$ cat src/rtl/srs_pkg.sv
// Shared widths and types for the scaler ratio set-up block.
`timescale 1ns / 1ps

package srs_pkg;

  // Field widths
  localparam int SIZE_W = 13;
  localparam int BYTE_W = 8;

  // Stream payload widths, padded to whole bytes
  localparam int IN_TDATA_W  = 32;
  localparam int OUT_TDATA_W = 56;

  // Status of the shared divider
  typedef struct packed {
    logic busy;
    logic done;
  } div_stat_t;

endpackage

$ cat src/rtl/srs_div.sv
// Shared restoring divider, one quotient bit per cycle.
`timescale 1ns / 1ps

module srs_div
  import srs_pkg::*;
#(
  parameter int NW = 21,
  parameter int DW = 13
) (
  input  logic          clk,
  input  logic          rst,
  input  logic          start,
  input  logic [NW-1:0] dividend,
  input  logic [DW-1:0] divisor,
  output div_stat_t     stat,
  output logic [NW-1:0] quotient,
  output logic [DW-1:0] remainder
);

  localparam int CW = $clog2(NW + 1);

  logic          busy;
  logic          done;
  logic [CW-1:0] cnt;
  logic [NW-1:0] num;
  logic [DW-1:0] rem;
  logic [DW-1:0] den;

  logic [DW:0]   trial;
  logic [DW:0]   diff;
  logic          qbit;
  logic [DW-1:0] rem_next;

  // Trial subtract of the divisor from the shifted partial remainder
  always_comb begin
    trial    = {rem, num[NW-1]};
    diff     = trial - {1'b0, den};
    qbit     = ~diff[DW];
    rem_next = qbit ? diff[DW-1:0] : trial[DW-1:0];
  end

  // Control: load on start, count down one bit per cycle, pulse done
  always_ff @(posedge clk) begin
    if (rst) begin
      busy <= 1'b0;
      done <= 1'b0;
      cnt  <= '0;
    end else begin
      done <= 1'b0;
      if (start && !busy) begin
        busy <= 1'b1;
        cnt  <= CW'(NW);
      end else if (busy) begin
        cnt <= cnt - 1'b1;
        if (cnt == CW'(1)) begin
          busy <= 1'b0;
          done <= 1'b1;
        end
      end
    end
  end

  // Datapath: shift dividend out and quotient bits in
  always_ff @(posedge clk) begin
    if (start && !busy) begin
      num <= dividend;
      den <= divisor;
      rem <= '0;
    end else if (busy) begin
      num <= {num[NW-2:0], qbit};
      rem <= rem_next;
    end
  end

  assign stat.busy = busy;
  assign stat.done = done;
  assign quotient  = num;
  assign remainder = rem;

endmodule

$ cat src/rtl/scaler_ratio_setup.sv
// Top level: gcd reduction, clamp and zoom ratios for one image dimension.
//
//   channel   dir   fields (tdata, lowest bit up)
//   s_axis    in    source_size[12:0], dest_size[25:13]
//   m_axis    out   reduced_source, reduced_dest, zoom_out, ceil_ratio,
//                   floor_ratio, separation, size_error
//
// Each gcd step is a modulo on the shared divider, whose dividend is NW bits
// wide (NW = 13 plus the width of MAX_REDUCED_STEP, 21 by default); each later
// division launches from its own state or as the one before it finishes. Two to
// four divisions follow the k gcd steps (k <= 18); a zero size skips them all.
// s_tready is high only between items. Reset is synchronous and clears the
// sequencer and the output valid. A result held on a stalled m_axis blocks
// only the final load of the next.
`timescale 1ns / 1ps

module scaler_ratio_setup
  import srs_pkg::*;
#(
  parameter int MAX_REDUCED_STEP = 128
) (
  input  logic                   clk,
  input  logic                   rst,
  input  logic                   s_tvalid,
  output logic                   s_tready,
  // source_size[12:0], dest_size[25:13], zero pad
  input  logic [IN_TDATA_W-1:0]  s_tdata,
  output logic                   m_tvalid,
  input  logic                   m_tready,
  // reduced_source[12:0], reduced_dest[25:13], zoom_out[26], ceil_ratio[34:27],
  // floor_ratio[42:35], separation[50:43], size_error[51], zero pad
  output logic [OUT_TDATA_W-1:0] m_tdata
);

  localparam int MW = $clog2(MAX_REDUCED_STEP + 1);
  localparam int NW = SIZE_W + MW;
  localparam logic [SIZE_W-1:0] MAX_C = SIZE_W'(MAX_REDUCED_STEP);
  localparam logic [NW-1:0]     MAX_N = NW'(MAX_REDUCED_STEP);

  typedef enum logic [10:0] {
    S_IDLE     = 11'b000_0000_0001,
    S_GCD      = 11'b000_0000_0010,
    S_GCD_W    = 11'b000_0000_0100,
    S_DIV_RS   = 11'b000_0000_1000,
    S_DIV_RD   = 11'b000_0001_0000,
    S_CLAMP    = 11'b000_0010_0000,
    S_CL_START = 11'b000_0100_0000,
    S_CL_W     = 11'b000_1000_0000,
    S_RATIO    = 11'b001_0000_0000,
    S_RATIO_W  = 11'b010_0000_0000,
    S_DONE     = 11'b100_0000_0000
  } state_t;

  state_t state;

  logic [SIZE_W-1:0] src;
  logic [SIZE_W-1:0] dst;
  logic [SIZE_W-1:0] a;
  logic [SIZE_W-1:0] b;
  logic [SIZE_W-1:0] g;
  logic              a_gt;
  logic [SIZE_W-1:0] rs;
  logic [SIZE_W-1:0] rd;
  logic [NW-1:0]     prod;
  logic              err;
  logic              zoom;
  logic [BYTE_W-1:0] ceil_r;
  logic [BYTE_W-1:0] floor_r;
  logic [BYTE_W-1:0] sep;

  logic              div_start;
  logic [NW-1:0]     div_n;
  logic [SIZE_W-1:0] div_d;
  div_stat_t         div_stat;
  logic [NW-1:0]     div_q;
  logic [SIZE_W-1:0] div_r;

  logic              s_acc;
  logic              out_free;

  assign s_tready = (state == S_IDLE);
  assign s_acc    = s_tvalid && s_tready;
  assign out_free = !m_tvalid || m_tready;

  // Select the divider operands for each launch
  always_comb begin
    div_start = 1'b0;
    div_n     = '0;
    div_d     = '0;
    unique case (state)
      S_GCD: begin
        div_start = 1'b1;
        if (a == '0 || b == '0) begin
          div_n = NW'(src);
          div_d = a | b;
        end else if (a > b) begin
          div_n = NW'(a);
          div_d = b;
        end else begin
          div_n = NW'(b);
          div_d = a;
        end
      end
      S_DIV_RS: begin
        div_start = div_stat.done;
        div_n     = NW'(dst);
        div_d     = g;
      end
      S_CL_START: begin
        div_start = 1'b1;
        div_n     = prod;
        div_d     = rs;
      end
      S_RATIO: begin
        div_start = (rs >= rd);
        div_n     = NW'(rs);
        div_d     = rd;
      end
      default: ;
    endcase
  end

  srs_div #(
    .NW (NW),
    .DW (SIZE_W)
  ) u_div (
    .clk       (clk),
    .rst       (rst),
    .start     (div_start),
    .dividend  (div_n),
    .divisor   (div_d),
    .stat      (div_stat),
    .quotient  (div_q),
    .remainder (div_r)
  );

  // Sequence the gcd loop, reductions, clamp and ratio
  always_ff @(posedge clk) begin
    if (rst) begin
      state <= S_IDLE;
    end else begin
      unique case (state)
        S_IDLE: begin
          if (s_acc) begin
            if (s_tdata[SIZE_W-1:0] == '0 || s_tdata[2*SIZE_W-1:SIZE_W] == '0) begin
              state <= S_DONE;
            end else begin
              state <= S_GCD;
            end
          end
        end
        S_GCD: begin
          state <= (a == '0 || b == '0) ? S_DIV_RS : S_GCD_W;
        end
        S_GCD_W: begin
          if (div_stat.done) state <= S_GCD;
        end
        S_DIV_RS: begin
          if (div_stat.done) state <= S_DIV_RD;
        end
        S_DIV_RD: begin
          if (div_stat.done) state <= S_CLAMP;
        end
        S_CLAMP: begin
          state <= (rs > MAX_C) ? S_CL_START : S_RATIO;
        end
        S_CL_START: begin
          state <= S_CL_W;
        end
        S_CL_W: begin
          if (div_stat.done) state <= S_RATIO;
        end
        S_RATIO: begin
          state <= (rs >= rd) ? S_RATIO_W : S_DONE;
        end
        S_RATIO_W: begin
          if (div_stat.done) state <= S_DONE;
        end
        S_DONE: begin
          if (out_free) state <= S_IDLE;
        end
        default: state <= S_IDLE;
      endcase
    end
  end

  // Working registers of the current item
  always_ff @(posedge clk) begin
    unique case (state)
      S_IDLE: begin
        if (s_acc) begin
          src     <= s_tdata[SIZE_W-1:0];
          dst     <= s_tdata[2*SIZE_W-1:SIZE_W];
          a       <= s_tdata[SIZE_W-1:0];
          b       <= s_tdata[2*SIZE_W-1:SIZE_W];
          err     <= (s_tdata[SIZE_W-1:0] == '0 || s_tdata[2*SIZE_W-1:SIZE_W] == '0);
          rs      <= '0;
          rd      <= '0;
          zoom    <= 1'b0;
          ceil_r  <= '0;
          floor_r <= '0;
          sep     <= '0;
        end
      end
      S_GCD: begin
        a_gt <= (a > b);
        g    <= a | b;
      end
      S_GCD_W: begin
        if (div_stat.done) begin
          if (a_gt) a <= div_r;
          else      b <= div_r;
        end
      end
      S_DIV_RS: begin
        if (div_stat.done) rs <= div_q[SIZE_W-1:0];
      end
      S_DIV_RD: begin
        if (div_stat.done) rd <= div_q[SIZE_W-1:0];
      end
      S_CLAMP: begin
        prod <= NW'(rd) * MAX_N;
      end
      S_CL_W: begin
        if (div_stat.done) begin
          rd <= div_q[SIZE_W-1:0] + 1'b1;
          rs <= MAX_C;
        end
      end
      S_RATIO_W: begin
        if (div_stat.done) begin
          zoom    <= 1'b1;
          floor_r <= div_q[BYTE_W-1:0];
          ceil_r  <= div_q[BYTE_W-1:0] + BYTE_W'(div_r != '0);
          sep     <= BYTE_W'(rd - div_r);
        end
      end
      default: ;
    endcase
  end

  // Hold the result until the transaction completes
  always_ff @(posedge clk) begin
    if (rst) begin
      m_tvalid <= 1'b0;
    end else if (state == S_DONE && out_free) begin
      m_tvalid <= 1'b1;
    end else if (m_tready) begin
      m_tvalid <= 1'b0;
    end
  end

  always_ff @(posedge clk) begin
    if (state == S_DONE && out_free) begin
      m_tdata <= {4'b0, err, sep, floor_r, ceil_r, zoom, rd, rs};
    end
  end

  // Divider completes only while the sequencer waits on it
  assert property (@(posedge clk) disable iff (rst)
    div_stat.done |-> (state == S_GCD_W || state == S_DIV_RS || state == S_DIV_RD ||
                       state == S_CL_W || state == S_RATIO_W))
    else $error("divider done outside a wait state");

  // Gcd modulo is never launched with a zero operand
  assert property (@(posedge clk) disable iff (rst)
    state == S_GCD_W |-> (a != '0 && b != '0))
    else $error("gcd step with zero operand");

  // Clamp leaves the source step within the limit and the destination step nonzero
  assert property (@(posedge clk) disable iff (rst)
    state == S_RATIO |-> rs <= MAX_C && rd != '0)
    else $error("source step above limit or zero destination step");

  // A good result always carries a nonzero destination step
  assert property (@(posedge clk) disable iff (rst)
    (m_tvalid && !m_tdata[51]) |-> m_tdata[25:13] != '0)
    else $error("valid result with zero destination step");

endmodule
$ cat config.mk
export PLATFORM = sky130hd
export DESIGN_NAME = scaler_ratio_setup
export DESIGN_NICKNAME = d
export VERILOG_FILES = /design/src/rtl/srs_pkg.sv /design/src/rtl/srs_div.sv /design/src/rtl/scaler_ratio_setup.sv
export SDC_FILE = /design/constraint.sdc
export NUM_CORES = 1
export LEC_CHECK = 0
export BUFFER_PORTS_ARGS = -buffer_cell sky130_fd_sc_hd__buf_2
export CORE_AREA = 5 5 180 217
export DETAILED_ROUTE_END_ITERATION = 10
export DIE_AREA = 0 0 185 222
export SLEW_MARGIN = 30
export SYNTH_ARGS = -nofsm -noshare
export SYNTH_HDL_FRONTEND = slang
export SYNTH_SLANG_ARGS = --single-unit
$ cat constraint.sdc
create_clock -name clk -period 3.5 [get_ports clk]
set_input_delay 0.35 -clock clk [delete_from_list [all_inputs] [get_ports clk]]
set_output_delay 0.35 -clock clk [all_outputs]
set_load 0.03 [all_outputs]
## After elaboration in Yosys (flattened, before gate mapping)

Cells that the tools add are included.

- Bitwise logic cells: 3
- Muxes and demuxes: 54
- Add/sub/neg operators: 5
- Reductions and logical operators: 29
- Equal/unequal tests: 21
- $lt $le $gt $ge: 3

Operator list:

| kind | count |
|---|---|
| two-way mux 13 bit | 15 |
| one-hot mux 11 bit (11 select lines) | 1 |
| two-way mux 11 bit | 9 |
| one-hot mux 20 bit (4 select lines) | 1 |
| one-hot mux 13 bit (3 select lines) | 2 |
| logical NOT 13 bit | 4 |
| one-hot mux 13 bit (2 select lines) | 2 |
| one-hot mux 13 bit (4 select lines) | 1 |
| one-hot mux 8 bit (2 select lines) | 3 |
| two-way mux 21 bit | 2 |
| two-way mux 8 bit | 4 |
| AND reduction 4 bit | 4 |
| subtractor 14 x 13 -> 14 bit | 1 |
| adder 13 x 1 -> 13 bit (second input constant) | 1 |
| >= comparator 13 bit | 1 |
| > comparator 13 bit | 1 |
| > comparator 13 x 8 -> 1 bit (second input constant) | 1 |
| OR 13 bit | 1 |
| nonzero test 13 bit | 1 |
| inequality test 2 x 1 -> 1 bit (second input constant) | 6 |
| equality test 11 x 1 -> 1 bit (second input constant) | 1 |
| equality test 11 x 10 -> 1 bit (second input constant) | 1 |
| equality test 11 bit (second input constant) | 1 |
| equality test 11 x 2 -> 1 bit (second input constant) | 1 |
| other kinds (29) | 50 |

- Input port bits: 36
- Flip-flop bits (word level): 249
- Logic and storage cells: 139

## Longest topological paths before layout

- Depth in word-level cells: 5
- Mapped depth: 11

## Modules after synthesis

A second synthesis with hierarchy kept.

- Cells, all modules: 1055
- Area, all modules: 12380.6 sq um

Modules (own cells, without submodules):

| module | times used | cells an instance | area an instance (sq um) |
|---|---|---|---|
| scaler_ratio_setup | 1 | 788 | 9455.3 |
| srs_div | 1 | 267 | 2925.3 |

## Worst setup path after synthesis

Ideal clock, no wire load.

- Kind: reg2reg
- Start point: register state[6]
- End point: register m_tdata[0] (enable)
- Stages on the path, launching flop included: 5
- Clock period less this slack: 3.814 ns
- Buffers on the path: 1
- Slack: -0.314 ns
- Data arrival time: 3.346 ns
- Data required time: 3.032 ns
- Cells stage by stage: dfxtp_1 > clkbuf_1 > nor4_1 > nand4_1 > nor2b_1

- Longest elaborated chain between the ends: 2

RTL lines:

| item | RTL line | RTL |
|---|---|---|
| from (decl) | scaler_ratio_setup.sv:54 | `state_t state;` |
| from (signal assigned) | scaler_ratio_setup.sv:153 | `state <= (a == '0 \|\| b == '0) ? S_DIV_RS : S_GCD_W;` |
| from (signal assigned) | scaler_ratio_setup.sv:165 | `state <= (rs > MAX_C) ? S_CL_START : S_RATIO;` |
| from (signal assigned) | scaler_ratio_setup.sv:174 | `state <= (rs >= rd) ? S_RATIO_W : S_DONE;` |
| equality test 11 bit | scaler_ratio_setup.sv:254 | `if (state == S_DONE && out_free) begin` |
| logical AND 1 bit | scaler_ratio_setup.sv:254 |  |
| to (signal assigned) | scaler_ratio_setup.sv:255 | `m_tdata <= {4'b0, err, sep, floor_r, ceil_r, zoom, rd, rs};` |
| to (decl) | scaler_ratio_setup.sv:32 | `output logic [OUT_TDATA_W-1:0] m_tdata` |

Every way passes these cells.
A chain may end at the register's enable or synchronous reset.

## Worst setup path in the final report

- Start point: register a[11]
- End point: register u_div.num[11], in the netlist u_div.quotient[11] (data pin)

- Longest elaborated chain between the ends: 5
- Elaborated cells between the ends (all ways): 7
- Classes of those cells: order compare (1); mux (4); reduce/logical (2)

RTL lines:

| item | RTL line | RTL |
|---|---|---|
| from (decl) | scaler_ratio_setup.sv:58 | `logic [SIZE_W-1:0] a;` |
| from (signal assigned) | scaler_ratio_setup.sv:194 | `a <= s_tdata[SIZE_W-1:0];` |
| from (signal assigned) | scaler_ratio_setup.sv:211 | `if (a_gt) a <= div_r;` |
| > comparator 13 bit or logical NOT 13 bit (tied branches) | scaler_ratio_setup.sv:96, scaler_ratio_setup.sv:93 |  |
| two-way mux 13 bit or logical OR 1 bit (tied branches) | scaler_ratio_setup.sv:96, scaler_ratio_setup.sv:93 |  |
| two-way mux 13 bit * | scaler_ratio_setup.sv:93 | `if (a == '0 \|\| b == '0) begin` |
| one-hot mux 20 bit (4 select lines) * | scaler_ratio_setup.sv:90 | `unique case (state)` |
| two-way mux 21 bit * | srs_div.sv:65 | `if (start && !busy) begin` |
| to (signal assigned) | srs_div.sv:66 | `num <= dividend;` |
| to (signal assigned) | srs_div.sv:70 | `num <= {num[NW-2:0], qbit};` |
| to (decl) | srs_div.sv:25 | `logic [NW-1:0] num;` |

Mark *: on every way between the ends. The rest lies on a longest branch, timed or not.

==> flow_metrics.py <==
metrics = {
    "flow_run": {
        "drv_cap": 0,
    },
    "final_layout": {
        "fin_util_pct": 39.48,
        "drive_gt1_share_pct": 17.21,
        "nets": 1251,
        "largest_reg_flops": 52,
        "postLayoutCellArea_um2": 14450,
        "top_register": "m_tdata",
        "diodes": 0,
        "areaGrowthSynthToFinish_pct": 17.15,
    },
    "synthesis": {
        "synth_area_leader_cell": "edfxtp_1",
        "yosys-top-cells-count": "217 x edfxtp_1, 108 x nand2_1, 99 x inv_1",
        "synth.area.top_cells": "edfxtp_1 53%, ha_1 6.5%, dfxtp_1 5.2%",
        "async_reset_ff_share_pct": 0,
        "synth_top_family_by_area": "simple AND/OR/NAND/NOR gates",
        "synth_area_per_cell_um2": 11.90,
        "synth_edf_count": 217,
        "yosys_warnings": 0,
        "synthSimpleGateAreaFrac_pct": 12.79,
        "yosysMostFrequentCell": "edfxtp_1",
        "synthFlopType": "edfxtp_1",
        "seq_area_frac_synth_pct": 58.01,
        "ys_types": 76,
        "synth_area_um2": 12340,
        "synth_compound_area_share_pct": 11.36,
        "synth-adder-area-share_pct": 6.815,
        "synth_top_area_share_pct": 52.81,
        "synth_mux_area_share_pct": 4.320,
        "ys_seq_elements": 249,
        "synth_xor_xnor_area_share_pct": 1.562,
        "netlist_instances": 1037,
    },
    "worst_setup_path": {
        "cp_max_fo": 25,
        "crit_slowest_cell": "or4_1",
        "cp.arrival_ns": 3.55,
        "critPathLaunchType": "register",
        "critPathRequiredTime_ns": 3.79,
        "path_class": "reg2reg",
        "slowest_delay_ns": 0.60,
        "r2r_slack_ns": 0.24,
        "crit_family": "simple AND/OR/NAND/NOR gates",
        "end_kind": "register",
        "path_cells": "inv_1, ha_1, or4_1, nor4b_4, a2111oi_2, a31oi_4, buf_12, mux2i_1, o211ai_1, mux2_4",
        "path_buf_inv": 2,
    },
    "route": {
        "ant_nets": 0,
        "drt_iter0_drc": 784,
        "drc": 0,
        "vias": 8576,
        "drt-total-wl_um": 33060,
        "firstDrtPassIters": 7,
        "routedWlPerCell_um": 20.13,
        "viasPerCell": 5.223,
    },
    "cts": {
        "clock_sinks": 249,
        "cts_htree_levels": 1,
        "cts_resized": 0,
        "cts_max_path_buffers": 3,
        "cts_setup_buffers": 0,
        "cts_tree": "done",
        "cts-root-buf": "clkbuf_16",
        "insertion_delay_ns": 0.54,
        "clk_pin_slew_ns": 0.07,
        "cts_inserted_buffers": 26,
    },
    "timing": {
        "setup_tns_ns": 0,
        "fmax_mhz": 306.6,
        "tightest_slew_ns": 0.7822,
        "fin_crit_ns": 3.262,
        "relSlewSlack_pct": 47.70,
        "drv_slew": 0,
        "rsz0062_at_grt": "no",
        "post-route-period-util_pct": 93.20,
        "finClkSkew_ns": 0.01767,
        "hold_violations": 0,
        "finalSetupViolations": 0,
    },
    "power_and_ir_drop": {
        "switching_share_pct": 33.43,
        "p_clk_share_pct": 28.1,
        "switching_power_mw": 3.481,
        "p_per_area_nw_per_um2": 720.5,
        "p_leak_nw": 5.635,
        "irDropWorstVdd_v": 0.0003919,
        "seqPwrFrac_pct": 42.8,
        "intPower_mw": 6.933,
        "p_comb_share_pct": 29.2,
        "totalPowerFinal_mw": 10.41,
    },
    "grt": {
        "grt_pass1_vias": 8472,
        "grt-ovfl-total": 0,
        "grt_max_degree": 48,
        "grt_usage_pct": 15.73,
        "grt_pass1_wl_um": 50400,
        "antenna_found_initial": 0,
    },
    "floorplan": {
        "die_w_um": 185,
        "ioPinCount": 94,
        "die_y_um": 222,
        "rows": 77,
        "start_util_pct": 33.70,
        "die_area_um2": 41070,
        "core_um2": 36610,
    },
    "placed_design": {
        "dp_hpwl_um": 24640,
        "io_buffers": 83,
        "gp_congestion": 0.8754,
        "post_dp_cell_area_um2": 13490,
    },
    "min_path": {
        "hold_class": "in2reg",
    },
    "status": {
        "status": "finished, final reports clean",
    },
}
==> power groups by stage <==
stage	sequential [mW]	combinational, mW	clock [mW]
detailed placement	4.51	3.02	0
global placement	4.50	2.96	0
floorplan	4.27	2.07	0
CTS	4.45	3.05	2.98
global route	4.51	3.36	3.09
finish	4.45	3.04	2.92
==> worst register-to-register path: stages (launching register included) <==
cell,delay [ns]
edfxtp_1,0.45
inv_1,0.07
ha_1,0.30
or4_1,0.60
nor4b_4,0.34
a2111oi_2,0.20
a31oi_4,0.20
buf_12,0.23
mux2i_1,0.26
o211ai_1,0.11
mux2_4,0.26
==> path summary, 6_finish.rpt <==
path | start | to | cells after the start
worst min register to register | sep[6] | m_tdata[49] | 0
worst min-delay path | s_tdata[16] | dst[3] | 1
worst max register to register | a[11] | u_div.quotient[11] | 10
worst max-delay path | a[11] | u_div.quotient[11] | 10
==> kinds of logic after synthesis <==
family                   count (synthesis)
AND/OR/NAND/NOR                        308
XOR/XNOR                                22
flip-flops                             249
multiplexers                            49
buffers and inverters                  149
adder cells (fa/ha/maj)                 66
other                                    1
AO/OA/AOI/OAI                          193
==> cell usage in the layout (no fill, tap or decap), types with 10 or more instances in the layout <==
cell / n
edfxtp_1: 217
nand2_1: 108
inv_1: 99
buf_2: 83
ha_1: 64
nor2_1: 52
o21ai_0: 39
a21oi_1: 36
mux2i_1: 36
buf_4: 36
dfxtp_1: 32
a222oi_1: 26
and2_1: 26
clkbuf_16: 26
nand3_1: 16
nor4_1: 16
nor3_1: 14
o221ai_1: 14
and3_1: 13
nand2b_1: 12
xnor2_1: 12
xor2_1: 10
==> through the flow <==
step | setup slack (ns) | std cells | hold slack (ns)
after floorplan | 0.1187 | 1040 | 0.4003
after global placement | 0.2758 | 1589 | 0.4034
after detailed placement | 0.2365 | 1589 | 0.4057
after CTS | 0.2383 | 1642 | 0.001448
after global routing | 0.07911 | 1642 | 0.006484
final | 0.2380 | 1642 | 0.02109
==> what timing repair did <==
action / CTS / global route
hold endpoints to repair: 6 / 0
setup endpoints to repair: 0 / 0
hold buffers: 6 / 0
==> final cells by class <==
class,count,area (um2)
inverter,100,375.4
tap,474,593.1
clock inverter,19,242.7
timing repair buffer,130,845.8
multi-input combinational,642,4582
sequential,249,7157
clock buffer,28,658.1
fill,3526,22160
==> per-layer routing <==
metal  GRT usage (%)  up-vias  routed length [um]
met5               0        -                   0
met1           20.58     4158               13560
met4           4.500        0                 935
met3           2.560       56                2649
li1                -     4044                   -
met2           26.85      318               15920
Power figures use the tool's default switching activity.
